[src/rtl/bbse_pkg.sv]
// Package for the bit-block stamp encoder: field widths, reset values,
// item structs, CRC constants, action, register and status codes, sequencer states.
// No dependencies.
package bbse_pkg;

    localparam int BLOCK_SIZE_DEF = 4;

    localparam int POS_W    = 13;
    localparam int STRIDE_W = 14;
    localparam int CRD_W    = 12;
    localparam int LEN_W    = 12;
    localparam int LUMA_W   = 8;
    localparam int ADDR_W   = 25;
    localparam int PADDR_W  = 5;
    localparam int PDATA_W  = 32;
    localparam int CRC_W    = 32;

    localparam int BYTE_BITS = 8;
    localparam int CRC_BYTES = 4;
    localparam int CRC_BITS  = CRC_BYTES * BYTE_BITS;

    localparam logic [POS_W-1:0]    WIDTH_RST  = POS_W'(640);
    localparam logic [POS_W-1:0]    HEIGHT_RST = POS_W'(480);
    localparam logic [STRIDE_W-1:0] STRIDE_RST = STRIDE_W'(640);
    localparam logic [LUMA_W-1:0]   ON_RST     = LUMA_W'(255);
    localparam logic [LUMA_W-1:0]   OFF_RST    = LUMA_W'(0);

    localparam logic [CRC_W-1:0] CRC_POLY = 32'hEDB8_8320;
    localparam logic [CRC_W-1:0] CRC_INIT = 32'hFFFF_FFFF;

    localparam logic ACT_START = 1'b0;
    localparam logic ACT_BYTE  = 1'b1;

    localparam logic [1:0] STAT_OK        = 2'd0;
    localparam logic [1:0] STAT_NO_ROOM   = 2'd1;
    localparam logic [1:0] STAT_OFF_FRAME = 2'd2;

    typedef enum logic [2:0] {
        REG_FRAME_WIDTH,
        REG_FRAME_HEIGHT,
        REG_ROW_STRIDE,
        REG_START_X,
        REG_START_Y,
        REG_MSG_LEN,
        REG_ON_LEVEL,
        REG_OFF_LEVEL
    } t_reg_idx;

    typedef enum logic [2:0] {
        ST_IDLE,
        ST_START,
        ST_DIV,
        ST_PREP,
        ST_MUL,
        ST_CHECK,
        ST_BITS,
        ST_CRC
    } t_state;

    typedef struct packed {
        logic             action;
        logic [7:0]       msg_byte;
    } t_in_item;

    typedef struct packed {
        logic [CRD_W-1:0]  block_x;
        logic [CRD_W-1:0]  block_y;
        logic [ADDR_W-1:0] block_address;
        logic              bit_value;
        logic [LUMA_W-1:0] luma;
        logic [1:0]        status;
        logic              last;
    } t_out_item;

endpackage

[src/rtl/block_bit_stamp_encoder_top.sv]
// Bit-block stamp encoder, top level: APB register file, start sequencer
// with bit-serial capacity check, bit-serial byte/CRC stamping.
// Depends on bbse_pkg.
//
// A start item runs the capacity check: four restoring dividers by
// BLOCK_SIZE, one quotient bit a cycle, then a shift-add multiply one
// bit a cycle; a start that fails the frame bounds skips both. A message
// byte's eight blocks leave one a cycle from a shift register while the
// CRC-32 absorbs one bit a cycle, then the sequencer returns to idle.
// The final byte is followed by the CRC blocks. Any cycle with the output
// register full and not taken stalls the check and the block emission;
// the dividers and the multiply do not wait for the output.
module block_bit_stamp_encoder_top #(
    parameter int BLOCK_SIZE = bbse_pkg::BLOCK_SIZE_DEF
) (
    input  logic                         i_clk,
    input  logic                         i_rst_n,
    input  logic                         psel,
    input  logic                         penable,
    input  logic                         pwrite,
    input  logic [bbse_pkg::PADDR_W-1:0] paddr,
    input  logic [bbse_pkg::PDATA_W-1:0] pwdata,
    output logic [bbse_pkg::PDATA_W-1:0] prdata,
    output logic                         pready,
    input  logic                         i_in_valid,
    output logic                         o_in_ready,
    input  bbse_pkg::t_in_item           i_in_item,
    output logic                         o_out_valid,
    input  logic                         i_out_ready,
    output bbse_pkg::t_out_item          o_out_item
);
    import bbse_pkg::*;

    localparam int POS_MAX = (2 ** POS_W) - 1;
    localparam int PW      = $clog2(POS_MAX + 2 * BLOCK_SIZE + 1);
    localparam int RW      = $clog2(BLOCK_SIZE) + 1;
    localparam int CNT_W   = $clog2(CRC_BITS);
    localparam int ACC_W   = 2 * POS_W;
    localparam int NEED_W  = LEN_W + 4;
    localparam int PROD_W  = POS_W + STRIDE_W;
    localparam int NL      = 4;
    localparam int LN_W    = 0;
    localparam int LN_H    = 1;
    localparam int LN_ROW  = 2;
    localparam int LN_COL  = 3;

    t_state               r_state, n_state;

    logic [POS_W-1:0]     r_width, r_height;
    logic [STRIDE_W-1:0]  r_stride;
    logic [CRD_W-1:0]     r_start_x, r_start_y;
    logic [LEN_W-1:0]     r_msg_len;
    logic [LUMA_W-1:0]    r_on, r_off;

    logic [POS_W-1:0]     r_col, n_col, r_row, n_row;
    logic [CRC_W-1:0]     r_crc, n_crc;
    logic [7:0]           r_cb, n_cb;
    logic [CRC_W-1:0]     r_sr, n_sr;
    logic [LEN_W-1:0]     r_left, n_left;
    logic                 r_run, n_run;
    logic                 r_noroom, n_noroom;
    logic [CNT_W-1:0]     r_cnt, n_cnt;
    logic [POS_W-1:0]     r_dq [NL];
    logic [POS_W-1:0]     n_dq [NL];
    logic [RW-1:0]        r_rem [NL];
    logic [RW-1:0]        n_rem [NL];
    logic [POS_W-1:0]     r_mq, n_mq;
    logic [ACC_W-1:0]     r_acc, n_acc;
    t_out_item            r_out, n_out;
    logic                 r_out_valid, n_out_valid;

    logic                 cfg_wr;
    t_reg_idx             cfg_idx;
    logic                 in_acc, emit_ok;

    logic [PW-1:0]        col_a, row_a;
    logic                 step_wrap, step_fail, row_bad, col_over, start_bad;
    logic [POS_W-1:0]     step_col, step_row, sel_col, sel_row;

    logic [RW:0]          div_sh  [NL];
    logic                 div_ge  [NL];
    logic [POS_W-1:0]     div_dq  [NL];
    logic [RW-1:0]        div_rem [NL];

    logic                 crc_fb;
    logic [CRC_W-1:0]     crc_next;
    logic [ACC_W-1:0]     room;
    logic [NEED_W-1:0]    need;
    logic                 room_short;
    logic [PROD_W-1:0]    row_prod, addr_full;
    logic                 cur_bit;
    t_out_item            blk;

    // ---------------- configuration port ----------------
    assign pready  = 1'b1;
    assign cfg_wr  = psel && penable && pwrite && pready;
    assign cfg_idx = t_reg_idx'(paddr[PADDR_W-1:2]);

    always_comb begin
        case (cfg_idx)
            REG_FRAME_WIDTH:  prdata = PDATA_W'(r_width);
            REG_FRAME_HEIGHT: prdata = PDATA_W'(r_height);
            REG_ROW_STRIDE:   prdata = PDATA_W'(r_stride);
            REG_START_X:      prdata = PDATA_W'(r_start_x);
            REG_START_Y:      prdata = PDATA_W'(r_start_y);
            REG_MSG_LEN:      prdata = PDATA_W'(r_msg_len);
            REG_ON_LEVEL:     prdata = PDATA_W'(r_on);
            REG_OFF_LEVEL:    prdata = PDATA_W'(r_off);
            default:          prdata = '0;
        endcase
    end

    always_ff @(posedge i_clk) begin
        if (!i_rst_n) begin
            r_width   <= WIDTH_RST;
            r_height  <= HEIGHT_RST;
            r_stride  <= STRIDE_RST;
            r_start_x <= '0;
            r_start_y <= '0;
            r_msg_len <= '0;
            r_on      <= ON_RST;
            r_off     <= OFF_RST;
        end else if (cfg_wr) begin
            case (cfg_idx)
                REG_FRAME_WIDTH:  r_width   <= pwdata[POS_W-1:0];
                REG_FRAME_HEIGHT: r_height  <= pwdata[POS_W-1:0];
                REG_ROW_STRIDE:   r_stride  <= pwdata[STRIDE_W-1:0];
                REG_START_X:      r_start_x <= pwdata[CRD_W-1:0];
                REG_START_Y:      r_start_y <= pwdata[CRD_W-1:0];
                REG_MSG_LEN:      r_msg_len <= pwdata[LEN_W-1:0];
                REG_ON_LEVEL:     r_on      <= pwdata[LUMA_W-1:0];
                REG_OFF_LEVEL:    r_off     <= pwdata[LUMA_W-1:0];
                default: begin
                end
            endcase
        end
    end

    // ---------------- datapath pieces ----------------
    assign in_acc  = i_in_valid && o_in_ready;
    assign emit_ok = !r_out_valid || i_out_ready;

    // cursor step: one block right, wrap to next block row, hold on failure
    assign col_a     = PW'(r_col) + PW'(BLOCK_SIZE);
    assign row_a     = PW'(r_row) + PW'(BLOCK_SIZE);
    assign step_wrap = (col_a + PW'(BLOCK_SIZE)) > PW'(r_width);
    assign step_fail = step_wrap && ((row_a + PW'(BLOCK_SIZE)) > PW'(r_height));
    assign step_col  = step_fail ? r_col : (step_wrap ? '0 : col_a[POS_W-1:0]);
    assign step_row  = (step_wrap && !step_fail) ? row_a[POS_W-1:0] : r_row;

    assign row_bad   = row_a > PW'(r_height);
    assign col_over  = col_a > PW'(r_width);
    assign start_bad = row_bad || (col_over && step_fail);
    assign sel_col   = (!row_bad && col_over) ? step_col : r_col;
    assign sel_row   = (!row_bad && col_over) ? step_row : r_row;

    // restoring dividers by BLOCK_SIZE, one quotient bit per cycle
    always_comb begin
        for (int k = 0; k < NL; k++) begin
            div_sh[k]  = {r_rem[k], r_dq[k][POS_W-1]};
            div_ge[k]  = div_sh[k] >= (RW + 1)'(BLOCK_SIZE);
            div_rem[k] = div_ge[k] ? RW'(div_sh[k] - (RW + 1)'(BLOCK_SIZE))
                                   : RW'(div_sh[k]);
            div_dq[k]  = {r_dq[k][POS_W-2:0], div_ge[k]};
        end
    end

    // reflected CRC-32, one data bit per cycle unless the output stalls, LSB first
    assign crc_fb   = r_crc[0] ^ r_cb[0];
    assign crc_next = (r_crc >> 1) ^ (crc_fb ? CRC_POLY : '0);

    assign room       = r_acc - ACC_W'(r_dq[LN_COL]);
    assign need       = {(LEN_W + 1)'(r_left) + (LEN_W + 1)'(CRC_BYTES), 3'b000};
    assign room_short = r_noroom || (room < ACC_W'(need));

    assign row_prod  = PROD_W'(r_row) * PROD_W'(r_stride);
    assign addr_full = row_prod + PROD_W'(r_col);
    assign cur_bit   = r_sr[CRC_W-1];

    always_comb begin
        blk.block_x       = r_col[CRD_W-1:0];
        blk.block_y       = r_row[CRD_W-1:0];
        blk.block_address = addr_full[ADDR_W-1:0];
        blk.bit_value     = cur_bit;
        blk.luma          = cur_bit ? r_on : r_off;
        blk.status        = step_fail ? STAT_OFF_FRAME : STAT_OK;
        blk.last          = 1'b0;
    end

    // ---------------- next state ----------------
    always_comb begin
        n_state = r_state;
        case (r_state)
            ST_IDLE: begin
                if (in_acc) begin
                    if (i_in_item.action == ACT_START) begin
                        n_state = ST_START;
                    end else if (r_run) begin
                        n_state = ST_BITS;
                    end
                end
            end
            ST_START: n_state = start_bad ? ST_CHECK : ST_DIV;
            ST_DIV:   n_state = (r_cnt == '0) ? ST_PREP : ST_DIV;
            ST_PREP:  n_state = ST_MUL;
            ST_MUL:   n_state = (r_cnt == '0) ? ST_CHECK : ST_MUL;
            ST_CHECK: begin
                if (emit_ok) begin
                    if (!room_short && r_left == '0) begin
                        n_state = ST_CRC;
                    end else begin
                        n_state = ST_IDLE;
                    end
                end
            end
            ST_BITS: begin
                if (emit_ok) begin
                    if (step_fail) begin
                        n_state = ST_IDLE;
                    end else if (r_cnt == '0) begin
                        n_state = (r_left == LEN_W'(1)) ? ST_CRC : ST_IDLE;
                    end
                end
            end
            ST_CRC: begin
                if (emit_ok && (step_fail || r_cnt == '0)) begin
                    n_state = ST_IDLE;
                end
            end
            default: n_state = ST_IDLE;
        endcase
    end

    // ---------------- datapath next values ----------------
    always_comb begin
        n_col       = r_col;
        n_row       = r_row;
        n_crc       = r_crc;
        n_cb        = r_cb;
        n_sr        = r_sr;
        n_left      = r_left;
        n_run       = r_run;
        n_noroom    = r_noroom;
        n_cnt       = r_cnt;
        n_dq        = r_dq;
        n_rem       = r_rem;
        n_mq        = r_mq;
        n_acc       = r_acc;
        n_out       = r_out;
        n_out_valid = r_out_valid && !i_out_ready;
        case (r_state)
            ST_IDLE: begin
                if (in_acc) begin
                    if (i_in_item.action == ACT_START) begin
                        n_col  = POS_W'(r_start_x);
                        n_row  = POS_W'(r_start_y);
                        n_crc  = CRC_INIT;
                        n_left = r_msg_len;
                        n_run  = 1'b0;
                    end else if (r_run) begin
                        n_sr  = {i_in_item.msg_byte, (CRC_W - BYTE_BITS)'(0)};
                        n_cb  = i_in_item.msg_byte;
                        n_cnt = CNT_W'(BYTE_BITS - 1);
                    end
                end
            end
            ST_START: begin
                n_col          = sel_col;
                n_row          = sel_row;
                n_noroom       = start_bad;
                n_dq[LN_W]     = r_width;
                n_dq[LN_H]     = r_height;
                n_dq[LN_ROW]   = sel_row;
                n_dq[LN_COL]   = sel_col;
                for (int k = 0; k < NL; k++) begin
                    n_rem[k] = '0;
                end
                n_cnt          = CNT_W'(POS_W - 1);
            end
            ST_DIV: begin
                n_dq  = div_dq;
                n_rem = div_rem;
                n_cnt = r_cnt - 1'b1;
            end
            ST_PREP: begin
                n_mq  = r_dq[LN_H] - r_dq[LN_ROW];
                n_acc = '0;
                n_cnt = CNT_W'(POS_W - 1);
            end
            ST_MUL: begin
                n_acc = {r_acc[ACC_W-2:0], 1'b0}
                      + (r_mq[POS_W-1] ? ACC_W'(r_dq[LN_W]) : '0);
                n_mq  = {r_mq[POS_W-2:0], 1'b0};
                n_cnt = r_cnt - 1'b1;
            end
            ST_CHECK: begin
                if (emit_ok) begin
                    if (room_short) begin
                        n_out        = '0;
                        n_out.status = STAT_NO_ROOM;
                        n_out.last   = 1'b1;
                        n_out_valid  = 1'b1;
                    end else if (r_left == '0) begin
                        n_sr  = ~r_crc;
                        n_cnt = CNT_W'(CRC_BITS - 1);
                    end else begin
                        n_run               = 1'b1;
                        n_out               = blk;
                        n_out.bit_value     = 1'b0;
                        n_out.luma          = '0;
                        n_out.status        = STAT_OK;
                        n_out.last          = 1'b1;
                        n_out_valid         = 1'b1;
                    end
                end
            end
            ST_BITS: begin
                if (emit_ok) begin
                    n_out       = blk;
                    n_out_valid = 1'b1;
                    n_sr        = {r_sr[CRC_W-2:0], 1'b0};
                    n_cb        = {1'b0, r_cb[7:1]};
                    n_crc       = crc_next;
                    n_col       = step_col;
                    n_row       = step_row;
                    if (step_fail) begin
                        n_run      = 1'b0;
                        n_out.last = 1'b1;
                    end else if (r_cnt == '0) begin
                        n_left = r_left - 1'b1;
                        if (r_left == LEN_W'(1)) begin
                            n_run = 1'b0;
                            n_sr  = ~crc_next;
                            n_cnt = CNT_W'(CRC_BITS - 1);
                        end else begin
                            n_out.last = 1'b1;
                        end
                    end else begin
                        n_cnt = r_cnt - 1'b1;
                    end
                end
            end
            ST_CRC: begin
                if (emit_ok) begin
                    n_out       = blk;
                    n_out_valid = 1'b1;
                    n_sr        = {r_sr[CRC_W-2:0], 1'b0};
                    n_col       = step_col;
                    n_row       = step_row;
                    if (step_fail || r_cnt == '0) begin
                        n_out.last = 1'b1;
                    end else begin
                        n_cnt = r_cnt - 1'b1;
                    end
                end
            end
            default: begin
            end
        endcase
    end

    // ---------------- registers ----------------
    always_ff @(posedge i_clk) begin
        if (!i_rst_n) begin
            r_state     <= ST_IDLE;
            r_run       <= 1'b0;
            r_out_valid <= 1'b0;
        end else begin
            r_state     <= n_state;
            r_run       <= n_run;
            r_out_valid <= n_out_valid;
        end
    end

    always_ff @(posedge i_clk) begin
        r_col    <= n_col;
        r_row    <= n_row;
        r_crc    <= n_crc;
        r_cb     <= n_cb;
        r_sr     <= n_sr;
        r_left   <= n_left;
        r_noroom <= n_noroom;
        r_cnt    <= n_cnt;
        r_dq     <= n_dq;
        r_rem    <= n_rem;
        r_mq     <= n_mq;
        r_acc    <= n_acc;
        r_out    <= n_out;
    end

    assign o_in_ready  = (r_state == ST_IDLE);
    assign o_out_valid = r_out_valid;
    assign o_out_item  = r_out;

endmodule

[config.mk]
export PLATFORM = sky130hd
export DESIGN_NAME = block_bit_stamp_encoder_top
export DESIGN_NICKNAME = d
export VERILOG_FILES = /design/src/rtl/bbse_pkg.sv /design/src/rtl/block_bit_stamp_encoder_top.sv
export SDC_FILE = /design/constraint.sdc
export NUM_CORES = 1
export LEC_CHECK = 0
export BUFFER_PORTS_ARGS = -buffer_cell sky130_fd_sc_hd__buf_2
export CAP_MARGIN = 20
export CORE_UTILIZATION = 44
export DETAILED_ROUTE_END_ITERATION = 7
export GPL_TIMING_DRIVEN = 0
export PLACE_DENSITY = 0.57
export SYNTH_ARGS = -nofsm -noshare
export SYNTH_HDL_FRONTEND = slang
export SYNTH_SLANG_ARGS = --single-unit
[constraint.sdc]
create_clock -name i_clk -period 17.2 [get_ports i_clk]
set_input_delay 1.72 -clock i_clk [delete_from_list [all_inputs] [get_ports i_clk]]
set_output_delay 1.72 -clock i_clk [all_outputs]
set_load 0.01 [all_outputs]
---- Word-level counts from Yosys, hierarchy flattened ----
Index checks and enable logic that the tools add are counted.
word-level totals
  flip-flop bits (word level) ............. 377
  input bits .............................. 53
  output and inout port bits .............. 96
  word-level logic and storage cells ...... 255
operators by class
  add/subtract/negate cells ............... 15
  $mul .................................... 1
  $lt $le $gt $ge ......................... 9
  equal/unequal tests ..................... 35
  muxes and demuxes ....................... 105
  bitwise gates (word level) .............. 4
  reductions and logical operators ........ 50
operator list
  kind                                                              count
  32-bit 2-to-1 mux                                                 15
  61-bit 2-to-1 mux                                                 5
  32-bit one-hot mux with 8 select lines                            1
  61-bit one-hot mux with 3 select lines                            1
  13-bit 2-to-1 mux                                                 12
  32-bit one-hot mux with 4 select lines                            1
  52-bit one-hot mux with 2 select lines                            1
  13-bit one-hot mux with 3 select lines                            2
  32-bit inverter                                                   2
  32-bit one-hot mux with 2 select lines                            1
  12-bit 2-to-1 mux                                                 5
  5-bit 2-to-1 mux                                                  12
  14-bit by 13-bit > comparator with 1-bit output                   4
  26-bit one-hot mux with 2 select lines                            1
  12-bit one-hot mux with 2 select lines                            2
  3-bit 2-to-1 mux                                                  15
  8-bit 2-to-1 mux                                                  5
  31-bit by 32-bit bitwise XOR with 32-bit output                   1
  5-bit one-hot mux with 6 select lines                             1
  13-bit by 3-bit adder with 14-bit output (second input constant)  2
  14-bit by 3-bit adder with 14-bit output (second input constant)  2
  26-bit by 13-bit adder with 26-bit output                         1
  26-bit by 16-bit < comparator with 1-bit output                   1
  13-bit one-hot mux with 2 select lines                            1
  other kinds (40)                                                  125

---- Logic depth before layout (Yosys ltp) ----
  depth in word-level cells ............... 9
  mapped depth ............................ 25

---- Least setup slack after synthesis ----
No wires, ideal clock.
  path type ............................... register -> register
  from .................................... register r_row[5]
  to ...................................... register r_out (netlist bit o_out_item[35]) (data pin)
  setup time .............................. 0.152 ns
  arrival ................................. 6.761 ns
  path slack .............................. 10.287 ns
  cell stages (with the launch flop) ...... 23
  path buffers ............................ 2
  cell sequence ........................... edfxtp_1 -> clkbuf_1 -> clkbuf_1 -> nand2_1 -> fa_1 -> fa_1 -> inv_1 -> fa_1 -> fa_1 -> fa_1 -> inv_1 -> fa_1 -> inv_1 -> ha_1 -> a21o_1 -> a21o_1 -> a21oi_1 -> o21a_1 -> a311oi_1 -> a2111oi_0 -> nor3b_1 -> or4b_2 -> a31oi_1
RTL lines
  what                    RTL line                            source
  from (decl)             block_bit_stamp_encoder_top.sv:55   logic [POS_W-1:0] r_col, n_col, r_row, n_row;
  from (signal assigned)  block_bit_stamp_encoder_top.sv:377  r_row <= n_row;
  to (signal assigned)    block_bit_stamp_encoder_top.sv:388  r_out <= n_out;
  to (decl)               block_bit_stamp_encoder_top.sv:69   t_out_item r_out, n_out;

==> impl_metrics.csv <==
group,metric,value,unit
status,outcome,"complete, no violations",
clocking,cts_setup_buffers,0,
placed_design,port_buffers,100,
placed_design,gp_congestion,0.9469,
yosys,synth-main-ff-cell,"edfxtp_1",
floorplan,die_x,253.1,um
timing,setup_violations,0,
floorplan,core.rowCount,91,
timing,period_share,0.4780,
floorplan,dieArea,64070,sq um
timing,worst_pin_slew,1016,ps
min_path,hold_depth,2,
clocking,cts-hold-fix-buffers,0,
yosys,ys_types,82,
yosys,synth-edff-count,280,
route,drtAntennaViolNets,0,
clocking,clockBufferDepth,3,
clocking,cts-htree-levels,2,
layout,nNetsFinal,3527,
grt,grt_pass1_vias,22307,
pwr,power.internal,0.003011,W
clocking,root_buffer,"clkbuf_16",
placed_design,place_ws,9069,ps
floorplan,die_h,253.1,um
yosys,ys_warn_count,0,
pwr,p_switching,0.002396,W
clocking,cts_tree,"built",
grt,gr-total-overflow,0,
grt,grt_pass1_wl,132700,um
critical_path,crit_required,17610,ps
route,wirelength,86570,um
yosys,synth_seq_cells,377,
clocking,clk_pin_slew,60,ps
floorplan,core,62050,sq um
pwr,clkPwrFrac,0.187,
floorplan,num_io_pins,149,
pwr,swShare,0.4432,
timing,hold_violations,0,
timing,fmax,121.6,MHz
critical_path,cp-start-kind,"flop",
min_path,hp-class,"flop to flop",
critical_path,worst-setup-path-type,"flop to flop",
yosys,synth_most_common_cell,"nand2_1",
timing,holdWs,461.3,ps
clocking,cts_resized,0,
timing,rsz0062_at_grt,"no",
yosys,syn_area,27750,sq um
layout,nFillCells,5917,
route,drt_iter0_markers,1886,
timing,finalClockSkew,64.48,ps
grt,grt_usage,0.2736,
layout,syn_to_final_growth,12.17,%
timing,fin_crit,8221,ps
route,routed-via-count,22457,
critical_path,cp_data_arrival_time,8630,ps
critical_path,crit_path_max_incr_delay,690,ps
grt,grt_max_degree,65,
pwr,cellPowerDensity,173.7,nW/um^2
timing,slew_headroom,0.3172,
pwr,p_leak,12.45,nW
yosys,synth.largest_area_cell,"edfxtp_1",
yosys,synth_common_cells,"424 x nand2_1, 280 x edfxtp_1, 263 x inv_1, 241 x nor2_1, 188 x ha_1",
timing,finalSetupTns,0,ps
clocking,cts_made_buffers,44,
route,wire_per_inst,21.54,um
pwr,vdd_drop_max,0.0001079,V
clocking,clock-sinks,377,
critical_path,crit_chain,"clkbuf_1 > buf_1 > nand2_1 > fa_1 > fa_1 > inv_1 > fa_1 > fa_1 > fa_1 > inv_1 > fa_1 > inv_1 > ha_1 > a21o_1 > a21o_1 > a21oi_1 > o21a_1 > a311oi_1 > a2111oi_0 > nor3b_1 > or4b_2 > a31oi_1",
critical_path,worst_setup_path_end_kind,"flop",
yosys,yosys.area.top_type_share,0.3030,
yosys,synth-seq-area-share,0.3730,
yosys,synthCells,2975,
timing,slew_violations,0,
run,max_cap_viol_count,0,
yosys,yosys-top-cells-area,"edfxtp_1 30%, fa_1 10%, ha_1 8.5%",
floorplan,start_util,0.4471,
route,vias_per_cell,5.586,
critical_path,rr_worst_depth,22,
route,drc,0,
yosys,avgSynthCellArea,9.327,sq um
critical_path,cpMostUsedCell,"fa_1",
pwr,p_comb_frac,0.533,
route,dr.pass1.iters,8,
critical_path,crit_slowest_cell,"a2111oi_0",
critical_path,cp_max_fo,10,
yosys,async_reset_ff_frac,0,
grt,antenna_found_initial,3,
timing,fin_ws,8979,ps
clocking,worstSkewPairLatency,630,ps
layout,drive_gt1_frac,0.08210,
placed_design,dp_hpwl,67750,um
pwr,sequentialPowerShare,0.280,
[path summary, 6_finish.rpt]
kind                                  from                        to  slack [ps]
hold / removal    r_height[2]$_SDFFE_PN0P_  r_height[2]$_SDFFE_PN0P_         460
setup reg to reg        r_row[8]$_DFFE_PP_  o_out_item[35]$_DFFE_PP_        8980
setup / recovery        r_row[8]$_DFFE_PP_  o_out_item[35]$_DFFE_PP_        8980
hold reg to reg   r_height[2]$_SDFFE_PN0P_  r_height[2]$_SDFFE_PN0P_         460
[sequential cells by signal (all words and copies together), names as in the netlist]
name         count
o_out_item      61
div_dq          48
r_crc           32
r_sr            32
r_acc           26
div_sh          16
r_stride        14
r_col           13
r_height        13
r_mq            13
r_row           13
r_width         13
r_left          12
r_msg_len       12
r_start_x       12
r_start_y       12
r_cb             8
r_off            8
r_on             8
r_cnt            5
r_state          3
o_out_valid      1
r_noroom         1
r_run            1
[cell type report]
type	count	area (sq um)	area share
Antenna cell	4	10.01	0.0003216
Buffer	184	778.2	0.02501
Clock buffer	64	1343	0.04314
Clock inverter	17	232.7	0.007477
Inverter	265	994.7	0.03196
Multi-Input combinational cell	2166	15740	0.5056
Sequential cell	377	10350	0.3325
Tap cell	837	1047	0.03365
Timing Repair Buffer	106	630.6	0.02026
[placed cells by master (no fill, tap or decap), types with 19 or more instances in the layout]
master	count
a211oi_1	20
edfxtp_1	280
nor3_1	56
nand3_1	63
nor2_1	240
nand2_1	423
clkbuf_16	49
and2_1	112
or3_1	31
and3_1	22
inv_1	263
fa_1	142
buf_4	21
conb_1	19
buf_2	106
nor2b_1	39
ha_1	188
a21oi_1	163
xnor2_1	77
dfxtp_1	97
a21o_1	29
clkbuf_1	149
xor2_1	58
o221ai_1	22
o21ai_0	121
mux2i_1	62
[through the flow]
stage,cells,power [W],utilization,area (sq um)
5_1_grt,4019,0.005825,0.5015,31120
6_report,4020,0.005407,0.5016,31120
4_1_cts,4015,0.005407,0.5010,31090
2_1_floorplan,2992,0.003517,-,27810
3_5_place_dp,3934,0.004371,0.4756,29510
3_3_place_gp,3929,0.004295,0.4731,29360
[power groups by stage]
stage / logic [W] / clock network [W] / registers, W
2_1_floorplan: 0.00201 / 0 / 0.00150
3_3_place_gp: 0.00273 / 0 / 0.00156
3_5_place_dp: 0.00284 / 0 / 0.00153
4_1_cts: 0.00286 / 0.00103 / 0.00152
5_1_grt: 0.00322 / 0.00106 / 0.00154
6_report: 0.00288 / 0.00101 / 0.00152
[cell families after synthesis]
logic type | Yosys count | synth area share
AO/OA/AOI/OAI | 529 | 0.1229
XOR/XNOR | 135 | 0.04261
adder cells (fa/ha/maj) | 331 | 0.1876
buffers and inverters | 449 | 0.06390
flip-flops | 377 | 0.3730
multiplexers | 81 | 0.03170
other | 2 | 0.0002707
AND/OR/NAND/NOR | 1071 | 0.1780
[worst max-delay path: cells and delay by family (launching register included)]
kind,cells,cell delay (ps)
simple gates,3,990
compound gates,7,1780
flops,1,470
fa+ha+maj,7,3380
buf+inv,5,1420
[per-layer routing]
metal,global-route usage,wire length (um),vias up
met1,0.3811,39250,11030
met5,0,0,-
met4,0.1072,3403,0
met3,0.05191,5773,155
met2,0.4186,38150,746
li1,-,-,10526
No activity file was read; power rests on OpenSTA's default activity.
